===== config.mk =====
export PLATFORM = sky130hd
export DESIGN_NAME = adaptive_touch_coordinate_smoother
export DESIGN_NICKNAME = d
export VERILOG_FILES = /design/src/hw/rtl/atcs_pkg.sv /design/src/hw/rtl/atcs_regs.sv /design/src/hw/rtl/atcs_core.sv /design/src/hw/rtl/adaptive_touch_coordinate_smoother.sv
export SDC_FILE = /design/constraint.sdc
export NUM_CORES = 1
export LEC_CHECK = 0
export BUFFER_PORTS_ARGS = -buffer_cell sky130_fd_sc_hd__buf_2
export CAP_MARGIN = 20
export CORE_MARGIN = 2
export CORE_UTILIZATION = 28
export CTS_CLUSTER_SIZE = 10
export DETAILED_ROUTE_END_ITERATION = 7
export GPL_TIMING_DRIVEN = 0
export SLEW_MARGIN = 40
export SYNTH_ARGS = -nofsm -noshare
export SYNTH_HDL_FRONTEND = slang
export SYNTH_SLANG_ARGS = --single-unit

===== constraint.sdc =====
create_clock -name clk -period 16.8 [get_ports clk]
set_clock_uncertainty 0.15 [all_clocks]
set_input_delay 3.36 -clock clk [delete_from_list [all_inputs] [get_ports clk]]
set_output_delay 3.36 -clock clk [all_outputs]
set_load 0.05 [all_outputs]

===== src/hw/rtl/atcs_pkg.sv =====
// shared types and constants for the adaptive touch coordinate smoother
// no dependencies; used by every module under hw/rtl
`default_nettype none

package atcs_pkg;

    // sample and axis sizing
    localparam int SAMPLE_BITS       = 12;
    localparam int FILTERED_CHANNELS = 2;
    localparam int CHANNEL_BITS      = 2;
    localparam int AXIS_IDX_BITS     = (FILTERED_CHANNELS > 1) ? $clog2(FILTERED_CHANNELS) : 1;
    localparam int THRESH_BITS       = 12;

    // configuration port sizing
    localparam int APB_ADDR_BITS = 4;
    localparam int APB_DATA_BITS = 32;
    localparam int REG_IDX_BITS  = 2;

    // register indexes
    localparam logic [REG_IDX_BITS-1:0] REG_REJECT = 2'd0;
    localparam logic [REG_IDX_BITS-1:0] REG_JUMP   = 2'd1;
    localparam logic [REG_IDX_BITS-1:0] REG_FAST   = 2'd2;
    localparam logic [REG_IDX_BITS-1:0] REG_MEDIUM = 2'd3;

    // register reset values
    localparam logic [THRESH_BITS-1:0] REJECT_RESET = 12'd1000;
    localparam logic [THRESH_BITS-1:0] JUMP_RESET   = 12'd800;
    localparam logic [THRESH_BITS-1:0] FAST_RESET   = 12'd200;
    localparam logic [THRESH_BITS-1:0] MEDIUM_RESET = 12'd100;

    // request actions
    localparam logic ACT_FILTER = 1'b0;
    localparam logic ACT_FLUSH  = 1'b1;

    typedef struct packed {
        logic                    action;
        logic [CHANNEL_BITS-1:0] channel;
        logic [SAMPLE_BITS-1:0]  sample;
    } req_item_t;

    typedef struct packed {
        logic [SAMPLE_BITS-1:0] filtered;
        logic                   ignored;
    } rsp_item_t;

    typedef struct packed {
        logic [THRESH_BITS-1:0] reject_threshold;
        logic [THRESH_BITS-1:0] jump_threshold;
        logic [THRESH_BITS-1:0] fast_threshold;
        logic [THRESH_BITS-1:0] medium_threshold;
    } thresh_cfg_t;

endpackage

`default_nettype wire


===== src/hw/rtl/atcs_regs.sv =====
// threshold registers behind the apb-style configuration port
// depends on atcs_pkg
`default_nettype none

module atcs_regs (
    input  wire logic                                clk,
    input  wire logic                                rst_n,
    input  wire logic                                psel,
    input  wire logic                                penable,
    input  wire logic                                pwrite,
    input  wire logic [atcs_pkg::APB_ADDR_BITS-1:0]  paddr,
    input  wire logic [atcs_pkg::APB_DATA_BITS-1:0]  pwdata,
    output logic      [atcs_pkg::APB_DATA_BITS-1:0]  prdata,
    output logic                                     pready,
    output atcs_pkg::thresh_cfg_t                    cfg
);

    atcs_pkg::thresh_cfg_t               cfg_reg;
    logic [atcs_pkg::REG_IDX_BITS-1:0]   reg_idx;
    logic [atcs_pkg::THRESH_BITS-1:0]    wr_val;
    logic [atcs_pkg::THRESH_BITS-1:0]    rd_val;
    logic                                wr_en;

    assign reg_idx = paddr[atcs_pkg::REG_IDX_BITS+1:2];
    assign wr_val  = pwdata[atcs_pkg::THRESH_BITS-1:0];
    assign wr_en   = psel && penable && pwrite;
    assign pready  = 1'b1;
    assign cfg     = cfg_reg;

    // register write
    always_ff @(posedge clk or negedge rst_n)
    begin
        if (!rst_n)
        begin
            cfg_reg.reject_threshold <= atcs_pkg::REJECT_RESET;
            cfg_reg.jump_threshold   <= atcs_pkg::JUMP_RESET;
            cfg_reg.fast_threshold   <= atcs_pkg::FAST_RESET;
            cfg_reg.medium_threshold <= atcs_pkg::MEDIUM_RESET;
        end
        else if (wr_en)
        begin
            unique case (reg_idx)
                atcs_pkg::REG_REJECT: cfg_reg.reject_threshold <= wr_val;
                atcs_pkg::REG_JUMP:   cfg_reg.jump_threshold   <= wr_val;
                atcs_pkg::REG_FAST:   cfg_reg.fast_threshold   <= wr_val;
                atcs_pkg::REG_MEDIUM: cfg_reg.medium_threshold <= wr_val;
                default:              cfg_reg                  <= cfg_reg;
            endcase
        end
    end

    // read mux
    always_comb
    begin
        unique case (reg_idx)
            atcs_pkg::REG_REJECT: rd_val = cfg_reg.reject_threshold;
            atcs_pkg::REG_JUMP:   rd_val = cfg_reg.jump_threshold;
            atcs_pkg::REG_FAST:   rd_val = cfg_reg.fast_threshold;
            atcs_pkg::REG_MEDIUM: rd_val = cfg_reg.medium_threshold;
            default:              rd_val = '0;
        endcase
    end

    assign prdata = {{(atcs_pkg::APB_DATA_BITS-atcs_pkg::THRESH_BITS){1'b0}}, rd_val};

endmodule

`default_nettype wire


===== src/hw/rtl/atcs_core.sv =====
// per-axis accumulators, primed flags and the adaptive averaging datapath
// depends on atcs_pkg
`default_nettype none

module atcs_core (
    input  wire logic                   clk,
    input  wire logic                   rst_n,
    input  atcs_pkg::thresh_cfg_t       cfg,
    input  atcs_pkg::req_item_t         item,
    input  wire logic                   fire,
    output logic                        has_result,
    output atcs_pkg::rsp_item_t         result
);

    localparam int SB = atcs_pkg::SAMPLE_BITS;
    localparam int FC = atcs_pkg::FILTERED_CHANNELS;
    localparam int AB = atcs_pkg::AXIS_IDX_BITS;

    logic [SB-1:0] avg_reg    [FC];
    logic [SB-1:0] avg_next   [FC];
    logic [FC-1:0] primed_reg;
    logic [FC-1:0] primed_next;

    logic          is_flush;
    logic          is_filtered;
    logic [AB-1:0] axis;
    logic [SB-1:0] acc;
    logic          primed;
    logic [SB-1:0] first_dist;
    logic          reject;
    logic [SB-1:0] base;
    logic [SB-1:0] delta;
    logic [SB:0]   half_sum;
    logic [SB+1:0] quarter_sum;
    logic [SB-1:0] smoothed;

    assign is_flush    = (item.action == atcs_pkg::ACT_FLUSH);
    assign is_filtered = ({{(32-atcs_pkg::CHANNEL_BITS){1'b0}}, item.channel} < 32'(FC));
    assign axis        = AB'(item.channel);
    assign acc         = avg_reg[axis];
    assign primed      = primed_reg[axis];

    // first-sample distance check
    assign first_dist = (acc > item.sample) ? (acc - item.sample) : (item.sample - acc);
    assign reject     = !primed && (first_dist > cfg.reject_threshold);

    // pick averaging length from distance to the base value
    assign base        = primed ? acc : item.sample;
    assign delta       = (base > item.sample) ? (base - item.sample) : (item.sample - base);
    assign half_sum    = {1'b0, base} + {1'b0, item.sample};
    assign quarter_sum = {base, 1'b0} + {2'b00, base} + {2'b00, item.sample};

    always_comb
    begin
        if ((delta > cfg.jump_threshold) || (delta > cfg.fast_threshold))
        begin
            // fast move or jump: take the new sample
            smoothed = item.sample;
        end
        else if (delta > cfg.medium_threshold)
        begin
            smoothed = half_sum[SB:1];
        end
        else
        begin
            smoothed = quarter_sum[SB+1:2];
        end
    end

    // result and next state
    always_comb
    begin
        avg_next    = avg_reg;
        primed_next = primed_reg;
        has_result  = 1'b0;
        result.filtered = item.sample;
        result.ignored  = 1'b0;
        if (fire)
        begin
            if (is_flush)
            begin
                primed_next = '0;
            end
            else if (!is_filtered)
            begin
                has_result = 1'b1;
            end
            else if (reject)
            begin
                has_result      = 1'b1;
                result.ignored  = 1'b1;
                avg_next[axis]  = item.sample;
            end
            else
            begin
                has_result        = 1'b1;
                result.filtered   = smoothed;
                avg_next[axis]    = smoothed;
                primed_next[axis] = 1'b1;
            end
        end
    end

    // axis state
    always_ff @(posedge clk or negedge rst_n)
    begin
        if (!rst_n)
        begin
            for (int i = 0; i < FC; i++)
            begin
                avg_reg[i] <= '0;
            end
            primed_reg <= '0;
        end
        else
        begin
            avg_reg    <= avg_next;
            primed_reg <= primed_next;
        end
    end

endmodule

`default_nettype wire


===== src/hw/rtl/adaptive_touch_coordinate_smoother.sv =====
// A request accepted into the input register moves through the smoothing core
// into the output register, where any response it yields waits until taken.
// Throughput: one request per cycle unless rsp_stall holds a full output
// register; the input register frees whenever the output register is empty or
// being taken, and a flush never waits on it. Reset: thresholds return to
// 1000/800/200/100, accumulators and primed flags clear, both pipeline registers empty.
// top level: input register, smoothing core, output register, threshold regs
// depends on atcs_pkg, atcs_regs, atcs_core
`default_nettype none

module adaptive_touch_coordinate_smoother (
    input  wire logic                                clk,
    input  wire logic                                rst_n,
    input  wire logic                                req_valid,
    output logic                                     req_stall,
    input  atcs_pkg::req_item_t                      req_data,
    output logic                                     rsp_valid,
    input  wire logic                                rsp_stall,
    output atcs_pkg::rsp_item_t                      rsp_data,
    input  wire logic                                psel,
    input  wire logic                                penable,
    input  wire logic                                pwrite,
    input  wire logic [atcs_pkg::APB_ADDR_BITS-1:0]  paddr,
    input  wire logic [atcs_pkg::APB_DATA_BITS-1:0]  pwdata,
    output logic      [atcs_pkg::APB_DATA_BITS-1:0]  prdata,
    output logic                                     pready
);

    atcs_pkg::thresh_cfg_t cfg;
    atcs_pkg::req_item_t   in_data_reg;
    logic                  in_valid_reg;
    atcs_pkg::rsp_item_t   out_data_reg;
    logic                  out_valid_reg;
    logic                  advance;
    logic                  take;
    logic                  has_result;
    atcs_pkg::rsp_item_t   result;

    atcs_regs u_regs (
        .clk     (clk),
        .rst_n   (rst_n),
        .psel    (psel),
        .penable (penable),
        .pwrite  (pwrite),
        .paddr   (paddr),
        .pwdata  (pwdata),
        .prdata  (prdata),
        .pready  (pready),
        .cfg     (cfg)
    );

    // held request moves on when the output slot is free or a flush
    assign advance   = in_valid_reg &&
                       ((in_data_reg.action == atcs_pkg::ACT_FLUSH) ||
                        !out_valid_reg || !rsp_stall);
    assign req_stall = in_valid_reg && !advance;
    assign take      = req_valid && !req_stall;

    atcs_core u_core (
        .clk        (clk),
        .rst_n      (rst_n),
        .cfg        (cfg),
        .item       (in_data_reg),
        .fire       (advance),
        .has_result (has_result),
        .result     (result)
    );

    // input register
    always_ff @(posedge clk or negedge rst_n)
    begin
        if (!rst_n)
        begin
            in_valid_reg <= 1'b0;
        end
        else if (take)
        begin
            in_valid_reg <= 1'b1;
        end
        else if (advance)
        begin
            in_valid_reg <= 1'b0;
        end
    end

    always_ff @(posedge clk)
    begin
        if (take)
        begin
            in_data_reg <= req_data;
        end
    end

    // output register
    always_ff @(posedge clk or negedge rst_n)
    begin
        if (!rst_n)
        begin
            out_valid_reg <= 1'b0;
        end
        else if (has_result)
        begin
            out_valid_reg <= 1'b1;
        end
        else if (!rsp_stall)
        begin
            out_valid_reg <= 1'b0;
        end
    end

    always_ff @(posedge clk)
    begin
        if (has_result)
        begin
            out_data_reg <= result;
        end
    end

    assign rsp_valid = out_valid_reg;
    assign rsp_data  = out_data_reg;

endmodule

`default_nettype wire

# Yosys cells after proc, flatten, opt, wreduce, memory -nomap -nowiden
# Index checks and enable logic that the tools add are counted.
[classes]
addsub = 7
order_cmp = 11
eq_ne = 5
n_mux = 32
bitwise = 5
reduce_logical = 26
[ops]
columns = ["cell", "count"]
rows = [
  ["12-bit 2-to-1 mux", 10],
  ["12-bit greater-than comparator", 6],
  ["24-bit bitwise mux", 2],
  ["12-bit one-hot mux with 4 select lines", 1],
  ["12-bit subtractor", 4],
  ["13-bit 2-to-1 mux", 3],
  ["24-bit 2-to-1 mux", 1],
  ["13-bit by 12-bit adder with 14-bit output", 1],
  ["14-bit by 12-bit adder with 14-bit output", 1],
  ["12-bit by 12-bit adder with 13-bit output", 1],
  ["12-bit demux with 1-bit select", 1],
  ["1-bit 2-to-1 mux", 10],
  ["1-bit logical AND", 8],
  ["2-bit AND reduction", 4],
  ["2-bit 2-to-1 mux", 3],
  ["3-bit AND reduction", 2],
  ["1-bit zero test", 5],
  ["2-bit equality test (second input constant)", 2],
  ["2-bit nonzero test", 2],
  ["1-bit logical OR", 3],
  ["1-bit inverter", 3],
  ["3-bit OR reduction", 1],
  ["2-bit by 1-bit equality test with 1-bit output (second input constant)", 1],
  ["2-bit >= comparator (second input constant)", 1],
  ["10 further kinds", 10],
]
[totals]
register_bits = 104
output_inout_bits = 48
elab_cells = 100

# Logic depth before layout (Yosys ltp)
[logic_depth]
depth_word = 14
ltp_mapped = 27
ltp_nobuf = 23

# Cells and area by module
# From an unflattened synthesis, not the netlist that was laid out.
[hier_totals]
cells_unflattened = 932
area_unflattened_um2 = 9337.7
[modules_own_cells]
columns = ["module", "n_inst", "cells_each", "area_per_inst_um2"]
rows = [
  ["atcs_core", 1, 752, 6055.8],
  ["atcs_regs", 1, 143, 2333.5],
  ["adaptive_touch_coordinate_smoother", 1, 37, 948.4],
]

# Least setup slack after synthesis
# No wires, ideal clock.
[synth_path]
kind = "in2out"
from = "in paddr[2] in the netlist's numbering"
to = "out prdata[10] in the netlist's numbering"
arrival_time_ns = 4.764
required_time_ns = 13.290
path_slack_ns = 8.526
stages = 3
n_path_buf = 2
path_cell_list = "clkbuf_1 > clkbuf_1 > mux4_2"
[synth_via]
elab_chain_cells = 2
word_cells_on_any_way = 5
classes_between = "eq/ne: 3; mux: 1; reduce/logical: 1"
[synth_lines]
columns = ["item", "line_no", "text"]
rows = [
  ["from (decl)", "adaptive_touch_coordinate_smoother.sv:23", "input wire logic [atcs_pkg::APB_ADDR_BITS-1:0] paddr,"],
  ["2-bit equality test (tied with other cells)", "atcs_regs.sv:55", "unique case (reg_idx)"],
  ["12-bit one-hot mux with 4 select lines *", "atcs_regs.sv:55", ""],
  ["to (decl)", "adaptive_touch_coordinate_smoother.sv:25", "output logic [atcs_pkg::APB_DATA_BITS-1:0] prdata,"],
]
# Every way passes the cells marked *; elsewhere a longest branch is shown, timed or not.

# Worst setup path after layout
# Ends and elaborated chain as after synthesis.

==> impl_metrics.tcl <==
set metrics [dict create \
    place_congestion 0.921 \
    cp_max_fo 10 \
    post_cts_resized 0 \
    io_buffers 60 \
    drive_above_1_share 0.180 \
    yosysTopAreaCell "dfrtp_1" \
    clk_latency_ps 370 \
    fin_area_um2 10900 \
    r2r_cells 25 \
    via_per_inst 5.05 \
    syn_inst 1036 \
    rr_startpoint "in_data_reg[12]" \
    drc_errors 0 \
    post-route-period-util 0.516 \
    tightest_slew_ps 783 \
    cp_data_arrival_time_ps 5160 \
    status "completed" \
    synth_area_um2 9610 \
    tritoncts "done" \
    final_core_util 0.323 \
    synth_top_area_frac 0.159 \
    grt_max_degree 54 \
    yosysUniqueCellTypes 75 \
    r2r_slack_ps 8460 \
    synthTopCellsByArea "dfrtp_1 16%, ha_1 15%, edfxtp_1 8.8%, mux2_2 4.9%, inv_1 4.2%" \
    largest_reg_flops 48 \
    wire_per_inst_um 17.0 \
    cts_sinks 104 \
    drv_cap 0 \
    drt_iter0_drc 589 \
    power.leakage_nw 4.98 \
    fp-row-count 67 \
    grt_first_pass_wirelength_um 42700 \
    grt_pass1_vias 7637 \
    path_clk_slew_ps 80 \
    finalPower_mw 2.27 \
    finalWorstSetupSlack_ps 8130 \
    avgSynthCellArea_um2 9.27 \
    io_pins 106 \
    hold_path_class "reg -> reg" \
    ir_drop_mv 0.104 \
    setup_viol 0 \
    cts_root_buf "clkbuf_16" \
    start_util 0.285 \
    startpoint "paddr[2]" \
    vias 7978 \
    fp.dieH_um 189 \
    final_hold_viol_count 0 \
    clk_path_buf_depth 2 \
    clock.fmax_ghz 0.115 \
    synth_edf_count 28 \
    grt_util_all_layers 0.151 \
    cts_inserted_buffers 9 \
    ys_seq_area_frac 0.287 \
    antenna_found_initial 0 \
    maxSlewHeadroom 0.478 \
    cts_htree_levels 3 \
    maxSlewViolCount 0 \
    drtPass1Iterations 6 \
    synth_flop_cell "dfrtp_1" \
    finalCriticalPeriod_ps 8670 \
    die_area_um2 35800 \
    place_ws_ps 8090 \
    coreArea_um2 33700 \
    placed_area_um2 10600 \
    synth_warnings 0 \
    diodes 0 \
    routed_wl_um 27000 \
    rsz0062_at_grt "no" \
    synth-seq-cells 104 \
    cp-endpoint "prdata[10]" \
    area_growth_pct 13.4 \
    critPathCaptureType "output pin" \
    p_per_area_nw_per_um2 208 \
    tns_ps 0 \
    synthArstFlopShare 0.731 \
    crit_type "in -> out" \
    post_cts_buffers 0 \
    nets 1320 \
    worst_setup_path_start_kind "input pin" \
    die_w_um 189 \
    ctsHoldBuffers 0 \
    drtAntennaViolNets 0 \
    required_ps 13290 \
    dp_hpwl_um 21900 \
    r2r_end "rsp_data[9]" \
    grt_overflow_total 0 \
]
[report_power, final]
| group | total (mW) | internal [mW] | switching, mW | leakage [nW] |
|---|---|---|---|---|
| Clock | 0.222 | 0.108 | 0.115 | 0.152 |
| Combinational | 1.67 | 0.662 | 1.01 | 3.67 |
| Sequential | 0.373 | 0.332 | 0.0412 | 1.17 |
[per-stage QoR]
step | hold slack, ps | std cells
after floorplan | 284 | 1055
after global placement | 303 | 1563
after detailed placement | 308 | 1564
after CTS | 324 | 1580
after global routing | 347 | 1581
final | 319 | 1581
[how the worst min path moves through the flow]
stage                                     from                   end  cells past startpoint
after global routing      u_core.primed_reg[0]  u_core.primed_reg[0]                      2
after global placement    u_core.primed_reg[0]  u_core.primed_reg[0]                      2
final                     u_core.primed_reg[0]  u_core.primed_reg[0]                      2
after floorplan           u_core.primed_reg[0]  u_core.primed_reg[0]                      2
after CTS                 u_core.primed_reg[0]  u_core.primed_reg[0]                      2
after detailed placement  u_core.primed_reg[0]  u_core.primed_reg[0]                      2
[Yosys cell counts, types with 3 or more instances]
library cell,count
o211ai_1,8
edfxtp_1,28
o21ai_1,10
mux2_2,42
nor2b_1,15
nand2b_1,9
xnor2_1,21
a221oi_1,4
o31ai_1,8
mux2i_1,20
o31a_1,4
mux2_4,6
o21a_1,19
nand4_1,21
dfstp_2,15
ha_1,117
o21bai_1,5
buf_4,24
or3_1,7
clkbuf_1,24
nor2_1,37
and2_1,6
nor3_1,23
nand2_1,80
dfrtp_1,61
nand3_1,19
inv_1,107
xor2_1,9
a31o_2,3
buf_2,9
a211oi_1,7
a21boi_0,4
fa_1,17
a21oi_1,66
a21o_1,35
o21ai_0,66
mux4_2,12
a31oi_1,14
and3_1,6
[cells in the final DEF, fill, tap and decap left out, types with 12 or more instances in the layout]
cell type,instances
mux4_2,12
buf_2,68
fa_1,17
mux2_2,42
nor2b_1,15
nand2_1,80
conb_1,21
inv_1,107
nand4_1,21
xnor2_1,21
dfrtp_1,61
clkbuf_1,24
o21ai_0,66
nor3_1,23
dfstp_2,15
ha_1,117
nor2_1,37
a21o_1,35
mux2i_1,20
o21a_1,19
a31oi_1,14
nand3_1,19
a21oi_1,66
buf_4,24
edfxtp_1,28
[final cells by class]
type | count | area [µm²]
Buffer | 59 | 330
Clock buffer | 9 | 225
Clock inverter | 7 | 81.3
Fill cell | 3504 | 22800
Inverter | 107 | 402
Multi-Input combinational cell | 785 | 6190
Sequential cell | 104 | 2760
Tap cell | 448 | 561
Timing Repair Buffer | 62 | 345
[cells by family after synthesis]
kind of cell / count (synthesis) / synth area share
DFF: 104 / 0.287
and+or+nand+nor: 241 / 0.124
adders and majority gates: 134 / 0.188
AOI/OAI and AO/OA: 277 / 0.186
xor gates and xnor gates: 30 / 0.0273
muxes: 82 / 0.110
other: 2 / 0.000782
buffers and inverters: 166 / 0.0762
[metal layers]
layer	part of all wire	track usage	wire length, µm
met5	0	0	0
met4	0.017	0.0388	466
met3	0.052	0.0221	1410
met2	0.46	0.240	12300
met1	0.47	0.215	12800
[critical path, cell delays in order]
cell and delay (ps):
clkbuf_1 310, clkbuf_1 620, mux4_2 630, buf_2 230
Note: power is estimated with default switching activity, not from simulation.
